## config.mk

```make
export PLATFORM = sky130hd
export DESIGN_NAME = gpha_ram
export DESIGN_NICKNAME = d
export VERILOG_FILES = /design/src/hdl/gpha_ram.sv
export SDC_FILE = /design/constraint.sdc
export NUM_CORES = 2
export LEC_CHECK = 0
export BUFFER_PORTS_ARGS = -buffer_cell sky130_fd_sc_hd__buf_2
export CAP_MARGIN = 10
export CORE_MARGIN = 4
export CORE_UTILIZATION = 42
export CTS_BUF_LIST = sky130_fd_sc_hd__clkbuf_2
export DETAILED_ROUTE_END_ITERATION = 6
export SYNTH_ARGS = -nofsm -noshare
export SYNTH_HDL_FRONTEND = slang
export SYNTH_SLANG_ARGS = --single-unit
```

## constraint.sdc

```tcl
create_clock -name clk -period 2.4 [get_ports clk]
set_input_delay 0.48 -clock clk [delete_from_list [all_inputs] [get_ports clk]]
set_output_delay 0.48 -clock clk [all_outputs]
set_load 0.01 [all_outputs]
```

## src/hdl/gpha_ram.sv

```systemverilog
// generic single write port, single read port ram with registered read data
// no dependencies
module gpha_ram #(
    parameter int WIDTH = 8,
    parameter int DEPTH = 256
) (
    input  logic                     clk,
    input  logic                     we,
    input  logic [$clog2(DEPTH)-1:0] waddr,
    input  logic [WIDTH-1:0]         wdata,
    input  logic                     re,
    input  logic [$clog2(DEPTH)-1:0] raddr,
    output logic [WIDTH-1:0]         rdata
);

    logic [WIDTH-1:0] mem [0:DEPTH-1];
    logic [WIDTH-1:0] rdata_reg;

    always_ff @(posedge clk)
    begin
        if (we)
        begin
            mem[waddr] <= wdata;
        end
        if (re)
        begin
            rdata_reg <= mem[raddr];
        end
    end

    assign rdata = rdata_reg;

endmodule

```

-- Yosys cells after proc, flatten, opt, wreduce, memory -nomap -nowiden
Memory sizes are Yosys's and may differ from the RTL's. A register that Yosys moved wholly into a read port is not among the register bits.
Index checks and enable logic that the tools add are counted.
- muxes and demuxes: 2
- operators with widths (operator ; count):
    $mux W1 ; 2
- word-level logic and storage cells: 3
- memory bits (writable): 2048
- output and inout bits: 8
- register bits: 0
- memories: 1
- memories (name ; depth ; bits a word ; rd ports ; clocked after Yosys merged registers in ; wr ports ; RTL line ; source):
    mem ; 256 ; 8 ; 1 ; 1 ; 1 ; 16 ; logic [WIDTH-1:0] mem [0:DEPTH-1];

-- Longest topological paths before layout
- depth in word-level cells: 2
- mapped depth: 11
- mapped depth without buffers: 6

-- Least setup slack after synthesis
OpenSTA, ideal clock, no wires.
- path type: input-to-reg
- start: input raddr[0]
- end: register rdata_reg[2] (netlist: rdata[2]), read port of mem, data pin
- stages: 9
- library setup time: 0.269 ns
- data arrival time: 2.287 ns
- data required time: 2.131 ns
- buffers on the path: 4
- slack: -0.156 ns
- cells stage by stage: buf_6 -> buf_12 -> buf_8 -> buf_2 -> mux4_2 -> a22oi_1 -> a21oi_1 -> nor4_1 -> nor4_2
- RTL lines (item ; RTL line ; source):
    from (decl) ; 12 ; input logic [$clog2(DEPTH)-1:0] raddr,
    to (decl) ; 17 ; logic [WIDTH-1:0] rdata_reg;

-- Worst setup path in the final report
- start: register rdata_reg[5] (netlist: rdata[5]), read port of mem
- end: output rdata[5]
- RTL lines (item ; RTL line ; source):
    to (decl) ; 13 ; output logic [WIDTH-1:0] rdata
No word-level cell between the ends.

==> metrics.txt <==
Primary FF master, synth edfxtp_1; post-CTS setup buffers 0; Post-Syn Instances 3733; post-synth top area cell edfxtp_1; fin crit share 129%; multi-input combinational cell area 0.0168 mm2; Initial DRT Pass Iterations 6; Clock Sinks about 2100; WP buf/inv 1; YS warnings 0; CTS H-Tree Depth 6; reg2reg end rdata[2]; Logic pwr share 6.6%; Vias 43202; initial antenna violation count 15; internal power 50.4 mW; Slew Viols, Final 0; time the worst path needs with I/O delays and setup 3090 ps; most common cell after layout, fill and taps aside edfxtp_1; share of cells above drive strength 1 approximately two fifths; crit path capture type output port; drt drc 0; Synth async-reset ratio 0%; startpoint type of the worst setup path flip-flop; r2r startpoint mem[80][2]; Pwr Density 710 mW/mm2; Initial Util 42.3%; clk slew on worst S/H paths ~100 ps; Core Area 0.188 mm2; Syn Nets 3760; RSZ-0062 raised after global routing true; global-route wire length before repair 310000 um; slew at the pin closest to its max-slew limit ~1200 ps; Die Width 443 um; Synth Cell Area 0.0796 mm2; hold endpoint mem[207][5]; clock power share 34.2%; top cells by area, synth edfxtp_1 (78%), mux4_2 (13%), mux2i_1 (1.7%); Critical Path AT 2610 ps; status finished with violations; largest net degree at the start of global routing between 80 and 90; failing checks negative setup slack; fin nets 4946; sequential share of the synthesized area 77.5%; Non-Filler Instances around 7800; CP required 1920 ps; Remaining Overflow, GRT 0; Net Sw Frac between 20% and 30%; fmax 0.324 GHz; sequential share of power 59.2%; FF/Latch Area 0.0617 mm2; layout filler cell count ~16000; CP peak stage delay 630 ps; final count of hold timing violations 0; clk_lat worst skew 1770 ps; DR WL/cell ~27 um; most frequent cells in the layout edfxtp_1 (2056), clkbuf_2 (756), buf_4 (677), mux4_2 (454), nor2_1 (275); Area Overhead vs Synth 18.3%; maximum vdd drop 0.000485 V; cell family with most CP delay flip-flops; total track usage 21.5%; Crit-path slowest cell edfxtp_1; Leak between 30 and 40 nW; Post-DRT Antenna Nets 0; total CTS buffers around 550; r2r setup slk -20 ps; DPL Wire Length 135000 um; Post-synth EDFFs 2056; Setup Skew 135 ps; Max-cap violations 0; crit-path cells buf_2; critical setup path kind reg -> out; post-synthesis average cell area 21.3 um2; DR iter-0 viols 4435; IO Port Bufs 34; IO Pins 35; number of global-route vias before repair 45337; pre-CTS setup slack -1180 ps; Final WS setup -687 ps; Unique masters post-synth 54; die area 0.197 mm2; root buffer selected by CTS clkbuf_2; Final setup viols 22; Worst slew margin 20.4%; Hold Crit Class in -> reg; CTS tree yes; FF-to-FF path depth 6; # rows about 160; Max clock buf depth 4; hold_sp waddr[1]; GP Congestion around 0.86; hold path depth 6; Sw Pwr approximately 16 mW; DIE HEIGHT 443 um; top-area cell type share of the netlist area 77.5%; crit path max fanout 1; placed insts 6800; max reg flops 2048; CP Depth 1; Vias/cell 5.57; synthesized flop and latch total 2056; Total Routed Length 211000 um
-- through the flow --
stage	cell area (um2)	TNS, ps	hold WS (ps)	util (%)	power [mW]
2_1_floorplan	79900	-212	579	-	42.4
3_3_place_gp	88600	-8290	825	47.1	44.6
3_5_place_dp	88600	-8290	832	47.1	44.7
4_1_cts	94000	-7310	14.5	50.0	67.6
5_1_grt	94200	-6250	-33.8	50.0	69.9
6_report	94200	-5060	126	50.0	66.9
-- cell usage after synthesis (28+ instances only) --
library cell,instances
nor2_1,282
mux4_2,454
edfxtp_1,2056
a22oi_1,133
nor2b_1,31
nand3_1,34
o221ai_1,46
nand2_1,33
o22ai_1,28
buf_2,31
clkbuf_1,111
a21oi_1,96
mux2i_1,134
-- how the worst max path moves through the flow --
stage / startpoint / endpoint / slack [ps]
detailed placement: raddr[0] / rdata[1] / -1180
global route: rdata[5] / rdata[5] / -840
floorplan: raddr[0] / rdata[0] / -40
finish: rdata[5] / rdata[5] / -690
global placement: raddr[0] / rdata[1] / -1130
CTS: rdata[5] / rdata[5] / -940
-- per-layer routing --
layer	global-route usage, %	routed length [um]	up-vias
met4	7.66	5900	2
met5	0	13	-
li1	-	-	18377
met2	34.2	103000	1921
met3	4.93	17300	356
met1	29.4	85200	22546
-- cell type report --
| type | instances | share of cell area [%] |
|---|---|---|
| multi-input cells | 1442 | 17.8 |
| clock buffers | 756 | 4.02 |
| well taps | 2495 | 3.31 |
| flip-flops and latches | 2056 | 65.6 |
| diodes | 12 | 0.0319 |
| clock inverters | 122 | 0.696 |
| inverters | 2 | 0.00797 |
| repair buffers | 871 | 8.54 |
-- power by group through the flow --
stage	registers (mW)	logic [mW]	clock network, mW
finish	39.6	4.43	22.9
global route	39.6	4.67	25.7
CTS	39.6	4.44	23.6
detailed placement	40.4	4.27	0
global placement	40.4	4.23	0
floorplan	40.4	1.98	0
-- what timing repair did --
| action | CTS | global route |
|---|---|---|
| endpoints found under the setup margin | 16 | 47 |
| gates resized for setup | 31 | 23 |
| pin swaps | 7 | 6 |
| hold endpoints to repair | 4112 | 14 |
| hold buffers | 68 | 2 |
-- kinds of logic (layout without fill, tap and decap cells) --
group	Yosys count	count (layout)	share of synthesized area [%]
flip-flops	2056	2056	77.5
multiplexers	591	591	14.6
AND/OR/NAND/NOR	466	466	2.63
AO/OA/AOI/OAI	385	385	3.42
buffers and inverters	235	1751	1.83
other	0	12	0
No activity file was read; power rests on OpenSTA's default activity.
