## config.mk

```make
export PLATFORM = sky130hd
export DESIGN_NAME = gpha_bin_unit
export DESIGN_NICKNAME = d
export VERILOG_FILES = /design/src/hdl/gpha_pkg.sv /design/src/hdl/gpha_bin_unit.sv
export SDC_FILE = /design/constraint.sdc
export NUM_CORES = 2
export LEC_CHECK = 0
export BUFFER_PORTS_ARGS = -buffer_cell sky130_fd_sc_hd__buf_2
export CAP_MARGIN = 5
export CORE_MARGIN = 2
export CORE_UTILIZATION = 35
export CTS_CLUSTER_SIZE = 28
export DETAILED_ROUTE_END_ITERATION = 12
export GPL_TIMING_DRIVEN = 0
export PLACE_DENSITY = 0.56
export SYNTH_ARGS = -nofsm -noshare
export SYNTH_HDL_FRONTEND = slang
export SYNTH_SLANG_ARGS = --single-unit
```

## constraint.sdc

```tcl
create_clock -name clk -period 21.1 [get_ports clk]
set_clock_uncertainty 0.2 [all_clocks]
set_input_delay 3.165 -clock clk [delete_from_list [all_inputs] [get_ports clk]]
set_output_delay 3.165 -clock clk [all_outputs]
set_load 0.1 [all_outputs]
```

## src/hdl/gpha_pkg.sv

```systemverilog
// shared types, constants and the chromosome offset table for the genome pair heatmap
// accumulator; no dependencies
package gpha_pkg;

    localparam int DEF_MAX_WIDTH   = 256;
    localparam int DEF_CHROM_COUNT = 24;

    localparam int CHROM_W = 5;
    localparam int POS_W   = 28;
    localparam int IDX_W   = 16;
    localparam int PIX_W   = 8;
    localparam int COORD_W = 32;
    localparam int OFS_W   = 6;
    localparam int CFG_W   = 9;
    localparam int STEP_W  = 8;
    localparam int CFG_IDX_W = 1;

    localparam logic [63:0] GENOME_LEN = 64'd3036303846;
    localparam logic [PIX_W-1:0] PIX_MAX = 8'd255;

    localparam logic [CFG_IDX_W-1:0] REG_IMAGE_WIDTH = 1'b0;
    localparam logic [CFG_IDX_W-1:0] REG_COLOR_STEP  = 1'b1;

    localparam logic [CFG_W-1:0]  IMAGE_WIDTH_RST = 9'd200;
    localparam logic [STEP_W-1:0] COLOR_STEP_RST  = 8'd15;

    localparam logic ACT_ADD  = 1'b0;
    localparam logic ACT_READ = 1'b1;

    typedef enum logic [2:0] {
        ST_CLEAR,
        ST_IDLE,
        ST_BIN,
        ST_INDEX,
        ST_READ,
        ST_WRITE
    } gpha_state_t;

    // cumulative chromosome start positions, zero past the fixed entries
    function automatic logic [COORD_W-1:0] chrom_offset(input logic [OFS_W-1:0] idx);
        logic [COORD_W-1:0] ofs;
        unique case (idx)
            6'd0:    ofs = 32'd0;
            6'd1:    ofs = 32'd249250621;
            6'd2:    ofs = 32'd492449994;
            6'd3:    ofs = 32'd690472424;
            6'd4:    ofs = 32'd881626700;
            6'd5:    ofs = 32'd1062541960;
            6'd6:    ofs = 32'd1233657027;
            6'd7:    ofs = 32'd1392795690;
            6'd8:    ofs = 32'd1539159712;
            6'd9:    ofs = 32'd1680373143;
            6'd10:   ofs = 32'd1815907890;
            6'd11:   ofs = 32'd1950914406;
            6'd12:   ofs = 32'd2084766301;
            6'd13:   ofs = 32'd2199936179;
            6'd14:   ofs = 32'd2307285719;
            6'd15:   ofs = 32'd2409817111;
            6'd16:   ofs = 32'd2500171864;
            6'd17:   ofs = 32'd2581367074;
            6'd18:   ofs = 32'd2659444322;
            6'd19:   ofs = 32'd2718573305;
            6'd20:   ofs = 32'd2781598825;
            6'd21:   ofs = 32'd2829728720;
            6'd22:   ofs = 32'd2881033286;
            6'd23:   ofs = 32'd3036303846;
            default: ofs = '0;
        endcase
        return ofs;
    endfunction

endpackage

```

## src/hdl/gpha_bin_unit.sv

```systemverilog
// maps one genome point to an image bin: offset lookup, multiply by width, then a divide by
// the genome length through a reciprocal estimate and one correction step; uses gpha_pkg
module gpha_bin_unit import gpha_pkg::*; #(
    parameter int MAX_WIDTH   = DEF_MAX_WIDTH,
    parameter int CHROM_COUNT = DEF_CHROM_COUNT
) (
    input  logic                               clk,
    input  logic                               rst_n,
    input  logic                               start,
    input  logic [CHROM_W-1:0]                 chrom,
    input  logic [POS_W-1:0]                   pos,
    input  logic [$clog2(MAX_WIDTH+1)-1:0]     width,
    output logic                               busy,
    output logic [$clog2(MAX_WIDTH)-1:0]       bin
);

    localparam int WW = $clog2(MAX_WIDTH + 1);
    localparam int BW = $clog2(MAX_WIDTH);
    localparam int QW = $clog2(MAX_WIDTH) + 1;
    localparam int PW = COORD_W + WW;
    localparam int RW = WW + 1;
    localparam int EW = PW + RW;
    // floor(2^PW / genome length): the estimate is the exact quotient or one below it
    localparam logic [63:0]   RECIP_WIDE = (64'd1 << PW) / GENOME_LEN;
    localparam logic [RW-1:0] RECIP      = RW'(RECIP_WIDE);
    localparam logic [PW-1:0] DIVISOR    = PW'(GENOME_LEN);

    localparam logic [1:0] STEP_SCALE    = 2'd0;
    localparam logic [1:0] STEP_ESTIMATE = 2'd1;
    localparam logic [1:0] STEP_REMAIN   = 2'd2;
    localparam logic [1:0] STEP_FIX      = 2'd3;

    logic              busy_reg, busy_next;
    logic [1:0]        step_reg, step_next;
    logic [COORD_W-1:0] coord_reg, coord_next;
    logic [PW-1:0]     num_reg, num_next;
    logic [PW-1:0]     rem_reg, rem_next;
    logic [QW-1:0]     quo_reg, quo_next;
    logic [OFS_W-1:0]  chrom_sat;
    logic [EW-1:0]     est_wide;
    logic [PW-1:0]     back_prod;

    always_comb
    begin
        if (7'(chrom) >= 7'(CHROM_COUNT))
        begin
            chrom_sat = OFS_W'(CHROM_COUNT - 1);
        end
        else
        begin
            chrom_sat = OFS_W'(chrom);
        end
    end

    assign est_wide  = EW'(num_reg) * EW'(RECIP);
    assign back_prod = PW'(quo_reg) * DIVISOR;

    always_comb
    begin
        busy_next  = busy_reg;
        step_next  = step_reg;
        coord_next = coord_reg;
        num_next   = num_reg;
        rem_next   = rem_reg;
        quo_next   = quo_reg;
        if (start)
        begin
            coord_next = chrom_offset(chrom_sat) + COORD_W'(pos);
            step_next  = STEP_SCALE;
            busy_next  = 1'b1;
        end
        else if (busy_reg)
        begin
            unique case (step_reg)
                STEP_SCALE:
                begin
                    num_next = PW'(coord_reg) * PW'(width);
                end
                STEP_ESTIMATE:
                begin
                    quo_next = est_wide[PW +: QW];
                end
                STEP_REMAIN:
                begin
                    rem_next = num_reg - back_prod;
                end
                STEP_FIX:
                begin
                    if (rem_reg >= DIVISOR)
                    begin
                        quo_next = quo_reg + 1'b1;
                    end
                    busy_next = 1'b0;
                end
            endcase
            step_next = step_reg + 1'b1;
        end
    end

    always_ff @(posedge clk or negedge rst_n)
    begin
        if (!rst_n)
        begin
            busy_reg <= 1'b0;
            step_reg <= '0;
        end
        else
        begin
            busy_reg <= busy_next;
            step_reg <= step_next;
        end
    end

    always_ff @(posedge clk)
    begin
        coord_reg <= coord_next;
        num_reg   <= num_next;
        rem_reg   <= rem_next;
        quo_reg   <= quo_next;
    end

    // points past the genome end land in the last bin
    always_comb
    begin
        if (quo_reg >= QW'(width))
        begin
            bin = BW'(width - 1'b1);
        end
        else
        begin
            bin = BW'(quo_reg);
        end
    end

    assign busy = busy_reg;

endmodule

```

======== Word-level counts from Yosys, hierarchy flattened ========
Memory sizes are Yosys's and may differ from the RTL's.
Cells that the tools add are included.
word-level totals
  word-level logic and storage cells ...... 40
  bits in registers ....................... 126
  output and inout bits ................... 9
  memories kept ........................... 1
  bits in read-only memories .............. 1024
operators by class
  magnitude comparators ................... 3
  mux-type cells .......................... 11
  bitwise gates (word level) .............. 1
  multipliers ............................. 3
  reduce and logical (&&, ||, !) cells .... 6
  equality and inequality tests ........... 4
  add/subtract/negate cells ............... 5
memories
  memory            words  width  rd ports  clocked after memory_dff  write ports  RTL line        RTL
  (name not given)  32     32     1         0                         0            gpha_pkg.sv:42  unique case (idx)
operators by type and width
  operator                                                                               number
  32-bit 2-to-1 mux                                                                      2
  41-bit by 8-bit multiplier with 48-bit output, second input constant                   1
  41-bit by 32-bit greater-or-equal comparator with 1-bit output, second input constant  1
  32-bit by 9-bit multiplier with 41-bit output                                          1
  41-bit subtractor                                                                      1
  9-bit by 31-bit multiplier with 40-bit output, second input constant                   1
  32-bit by 28-bit adder with 32-bit output                                              1
  9-bit one-hot mux with 2 select lines                                                  1
  9-bit by 1-bit adder with 9-bit output, second input constant                          1
  9-bit greater-or-equal comparator                                                      1
  9-bit 2-to-1 mux                                                                       1
  8-bit 2-to-1 mux                                                                       1
  8-bit by 1-bit subtractor with 8-bit output, second input constant                     1
  3-bit AND reduction                                                                    2
  5-bit greater-or-equal comparator, second input constant                               1
  5-bit 2-to-1 mux                                                                       1
  2-bit equality test, second input constant                                             2
  2-bit 2-to-1 mux                                                                       2
  4-bit AND reduction                                                                    1
  2-bit nonzero test                                                                     2
  1-bit 2-to-1 mux                                                                       3
  2-bit by 1-bit adder with 2-bit output, second input constant                          1
  2-bit by 1-bit equality test with 1-bit output, second input constant                  1
  2-bit zero test                                                                        1
  other kinds (2)                                                                        2

======== Longest topological paths before layout ========
An unclocked memory read counts as a cell.
  depth after elaboration ................. 6
  gate-level depth with buffers ........... 30
  depth with buffers taken out ............ 30

======== Least setup slack after synthesis ========
Ideal clock, no wire load.
  kind .................................... in2out
  start ................................... input width[1]
  end ..................................... output bin[0]
  arrival ................................. 6.626 ns
  buffers on the path ..................... 1
  stages on the path ...................... 12
  path slack .............................. 11.109 ns
  cell sequence ........................... clkbuf_1 -> inv_1 -> ha_1 -> a21o_1 -> a21o_1 -> a21o_1 -> a21o_1 -> a21oi_1 -> nor2b_1 -> o21ai_0 -> a21oi_1 -> mux2i_1
on the way
  longest elaborated chain between the ends .. 2
ends and longest elaborated chain
  what                               RTL line              RTL
  start: declaration                 gpha_bin_unit.sv:12   input logic [$clog2(MAX_WIDTH+1)-1:0] width,
  9-bit greater-or-equal comparator  gpha_bin_unit.sv:125  if (quo_reg >= QW'(width))
  8-bit 2-to-1 mux                   gpha_bin_unit.sv:125
  end: declaration                   gpha_bin_unit.sv:14   output logic [$clog2(MAX_WIDTH)-1:0] bin
Every way passes these cells.

======== Worst setup path after layout ========
  start ................................... input width[1]
  end ..................................... output bin[5]
on the way
  longest elaborated chain between the ends .. 2
  elaborated cells on any way between the ends .. 3
  classes of those cells .................. add/sub: 1; order compare: 1; mux: 1
ends and longest elaborated chain
  what                                                                                                     RTL line
  8-bit by 1-bit subtractor with 8-bit output / 9-bit greater-or-equal comparator (equally long branches)  gpha_bin_unit.sv:127, gpha_bin_unit.sv:125
  8-bit 2-to-1 mux *                                                                                       gpha_bin_unit.sv:125
Mark *: on every way between the ends. The rest lies on a longest branch, timed or not.

==> key figures <==
Status
  – Status: finished, final reports clean

Logic synthesis
  – Synth Area in Simple Gates: 12.2%
  – Distinct cells, synth: 67
  – Post-synthesis compound-gate area fraction: between 10% and 20%
  – Gate count after technology mapping: 3027
  – Syn Std Cell Area: between 20000 and 30000 µm²
  – Adder-cell area share of the yosys netlist: 46.3%
  – Synth warn: 0
  – Share of the synthesized area in the top cell type: 28.8%
  – Seq/Total Area, Yosys: a little over an eighth
  – Synth area leaders: fa_1, ha_1, edfxtp_1, inv_1, nand2_1
  – Post-synthesis mux area share: less than 1%
  – Largest family of logic cells by synthesized area: adder cells
  – Mapped Nets: 3856
  – Synth area leader: fa_1
  – Synth Register Bits: 126
  – Ys async rst share: 2.38%
  – Post-synth EDFFs: 123
  – Main synth FF type: edfxtp_1
  – Syn Area/Cell: 9.12 µm²
  – XOR/XNOR Fraction of Synth Area: 4.92%

Global routing
  – Initial antenna violation count: 5
  – Total GRT Usage: about 18%
  – Vias in the first global route: 21.7k
  – Largest net degree at the start of global routing: 42
  – Global-route wire length before repair: approximately 120 mm
  – GRT overflow: 0

Clocking
  – Post_cts resized: 0
  – Postcts setup bufs: 0
  – TritonCTS clock tree: built
  – Total CTS buffers: 17
  – CTS root buf: clkbuf_16
  – CTS HTree Levels: 4
  – Cts hold-fix bufs: 0
  – CTS sink count: 126
  – Max Buffers Root-to-Sink: 2
  – Worst-path clk slew: 0.06 ns
  – Worst skew pair latency: 0.49 ns

Placement
  – Setup slack at placement: 10.22 ns
  – Placer congestion estimate: between 0.9 and 1
  – Final HPWL DP: 60.8 mm
  – Buffers added on ports: 49
  – Placed cells: 4118

Timing
  – Final period util: 49.8%
  – Setup TNS: 0 ns
  – Final Hold Vio Count: 0
  – Fin crit period: roughly 10 ns
  – Fin. max-slew vios: 0
  – Final WS setup: 10.60 ns
  – Max transition margin: 22.9%
  – Worst-Margin Slew: 1.16 ns
  – RSZ-0062 raised after global routing: no
  – Max Clock Freq: 0.0953 GHz
  – Final setup vio count: 0

Floorplanning
  – Rows: 102
  – IO Pins: 54
  – Initial core utilization: 35.5%
  – Die Ht: 285 µm
  – Die area: 81100 µm²
  – Die W: around 280 µm
  – Core ar.: approximately 78000 µm²

Job
  – Maxcap violations: 0

Drt
  – Antenna viol nets, final: 0
  – DR WL/cell: 17.0 µm
  – Total routed wirelength: 70.7 mm
  – Via density: 4.96
  – Vias: about 21k
  – Drt pass-1 iters: 5
  – Drt drc: 0
  – First-iteration detailed-routing DRC count: between 1k and 1.5k

Layout
  – Most common cell after layout, fill and taps aside: inv_1
  – Layout cells sized above 1: 3.31%
  – Filler Cell Count: ~8k
  – Footprint of the multi-input gates: 21300 µm²
  – Layout area overhead: 8.16%
  – Finished Core Util: roughly two fifths
  – Final non-filler cell total: 4152
  – Final net count: between 3k and 4k
  – Reg area: 3770 µm²
  – Commonest non-fill, non-tap cells in the layout: inv_1, fa_1, ha_1

Setup path
  – Crit Path Class: primary input to output port
  – Critical Path AT: 7.13 ns
  – CP max FO: 8
  – Critical Path RT: 17.74 ns
  – Critical path capture point type: output port
  – Worst Setup Start Kind: primary input

Min path
  – Min-Delay Path Class: flop to flop
-- final timing paths --
| path | start | to | slack (ns) | depth (start not counted) |
|---|---|---|---|---|
| setup / recovery | width[1] | bin[5] | 10.60 | 13 |
| hold / removal | num_reg[0] | rem_reg[0] | 0.37 | 0 |
| setup reg to reg | quo_reg[7] | rem_reg[39] | 12.57 | 30 |
| hold reg to reg | num_reg[0] | rem_reg[0] | 0.37 | 0 |
| max in group asynchronous | rst_n | step_reg[1] | 18.34 | 1 |
| min in group asynchronous | rst_n | step_reg[0] | 2.26 | 1 |
-- area by class of cell --
class | count | share of cell area [%]
Sequential cell | 126 | 12.6
Multi-Input combinational cell | 2236 | 71.5
Tap cell | 1040 | 4.36
Clock buffer | 17 | 1.42
Antenna cell | 2 | 0.0168
Timing Repair Buffer | 51 | 0.955
Clock inverter | 15 | 0.779
Inverter | 572 | 7.19
Buffer | 93 | 1.17
-- logic make-up (layout without fill, tap and decap cells) --
kind of cell	after synthesis	in the layout
adder cells (fa/ha/maj)	784	784
XOR/XNOR	155	155
buffers and inverters	665	748
AND/OR/NAND/NOR	708	708
multiplexers	16	16
flip-flops	126	126
AO/OA/AOI/OAI	573	573
other	0	2
-- layer usage --
metal,share of wire (%),GRT usage [%],vias to the layer above
met3,4.0,2.31,87
li1,-,-,10100
met2,47,30.8,424
met5,0.030,0,-
met4,2.7,6.05,4
met1,46,24.0,9960
-- cell usage after synthesis (all sizes together) (13+ instances only) --
cell type	count
buf	28
nor2b	23
ha	387
nand3	34
edfxtp	123
clkbuf	65
a21o	102
a21oi	178
o21bai	29
a211oi	19
nor3	32
nand2	309
o21a	24
nand4	17
and3	20
nand2b	29
fa	397
inv	572
o21ai	111
a31oi	13
xnor2	102
xor2	53
nor2	100
and2	106
mux2i	15
-- worst max-delay path: stages --
cell and delay [ns]:
clkbuf_1 0.82, inv_1 0.23, ha_1 0.36, a21o_1 0.10, a21o_1 0.11, a21o_1 0.15
a21o_1 0.13, a21oi_1 0.06, nor2b_1 0.09, o21ai_0 0.08, a21oi_1 0.88, mux2i_1 0.42
buf_2 0.50
-- through the flow --
stage	instance area (µm²)	hold WS, ns
floorplan	27600	0.261
global route	29900	0.396
CTS	29900	0.380
detailed placement	29200	0.366
finish	29900	0.373
global placement	29200	0.359
Power is not shown: default switching activity piles up to over one toggle a cycle in this logic, so the estimate is an artifact.
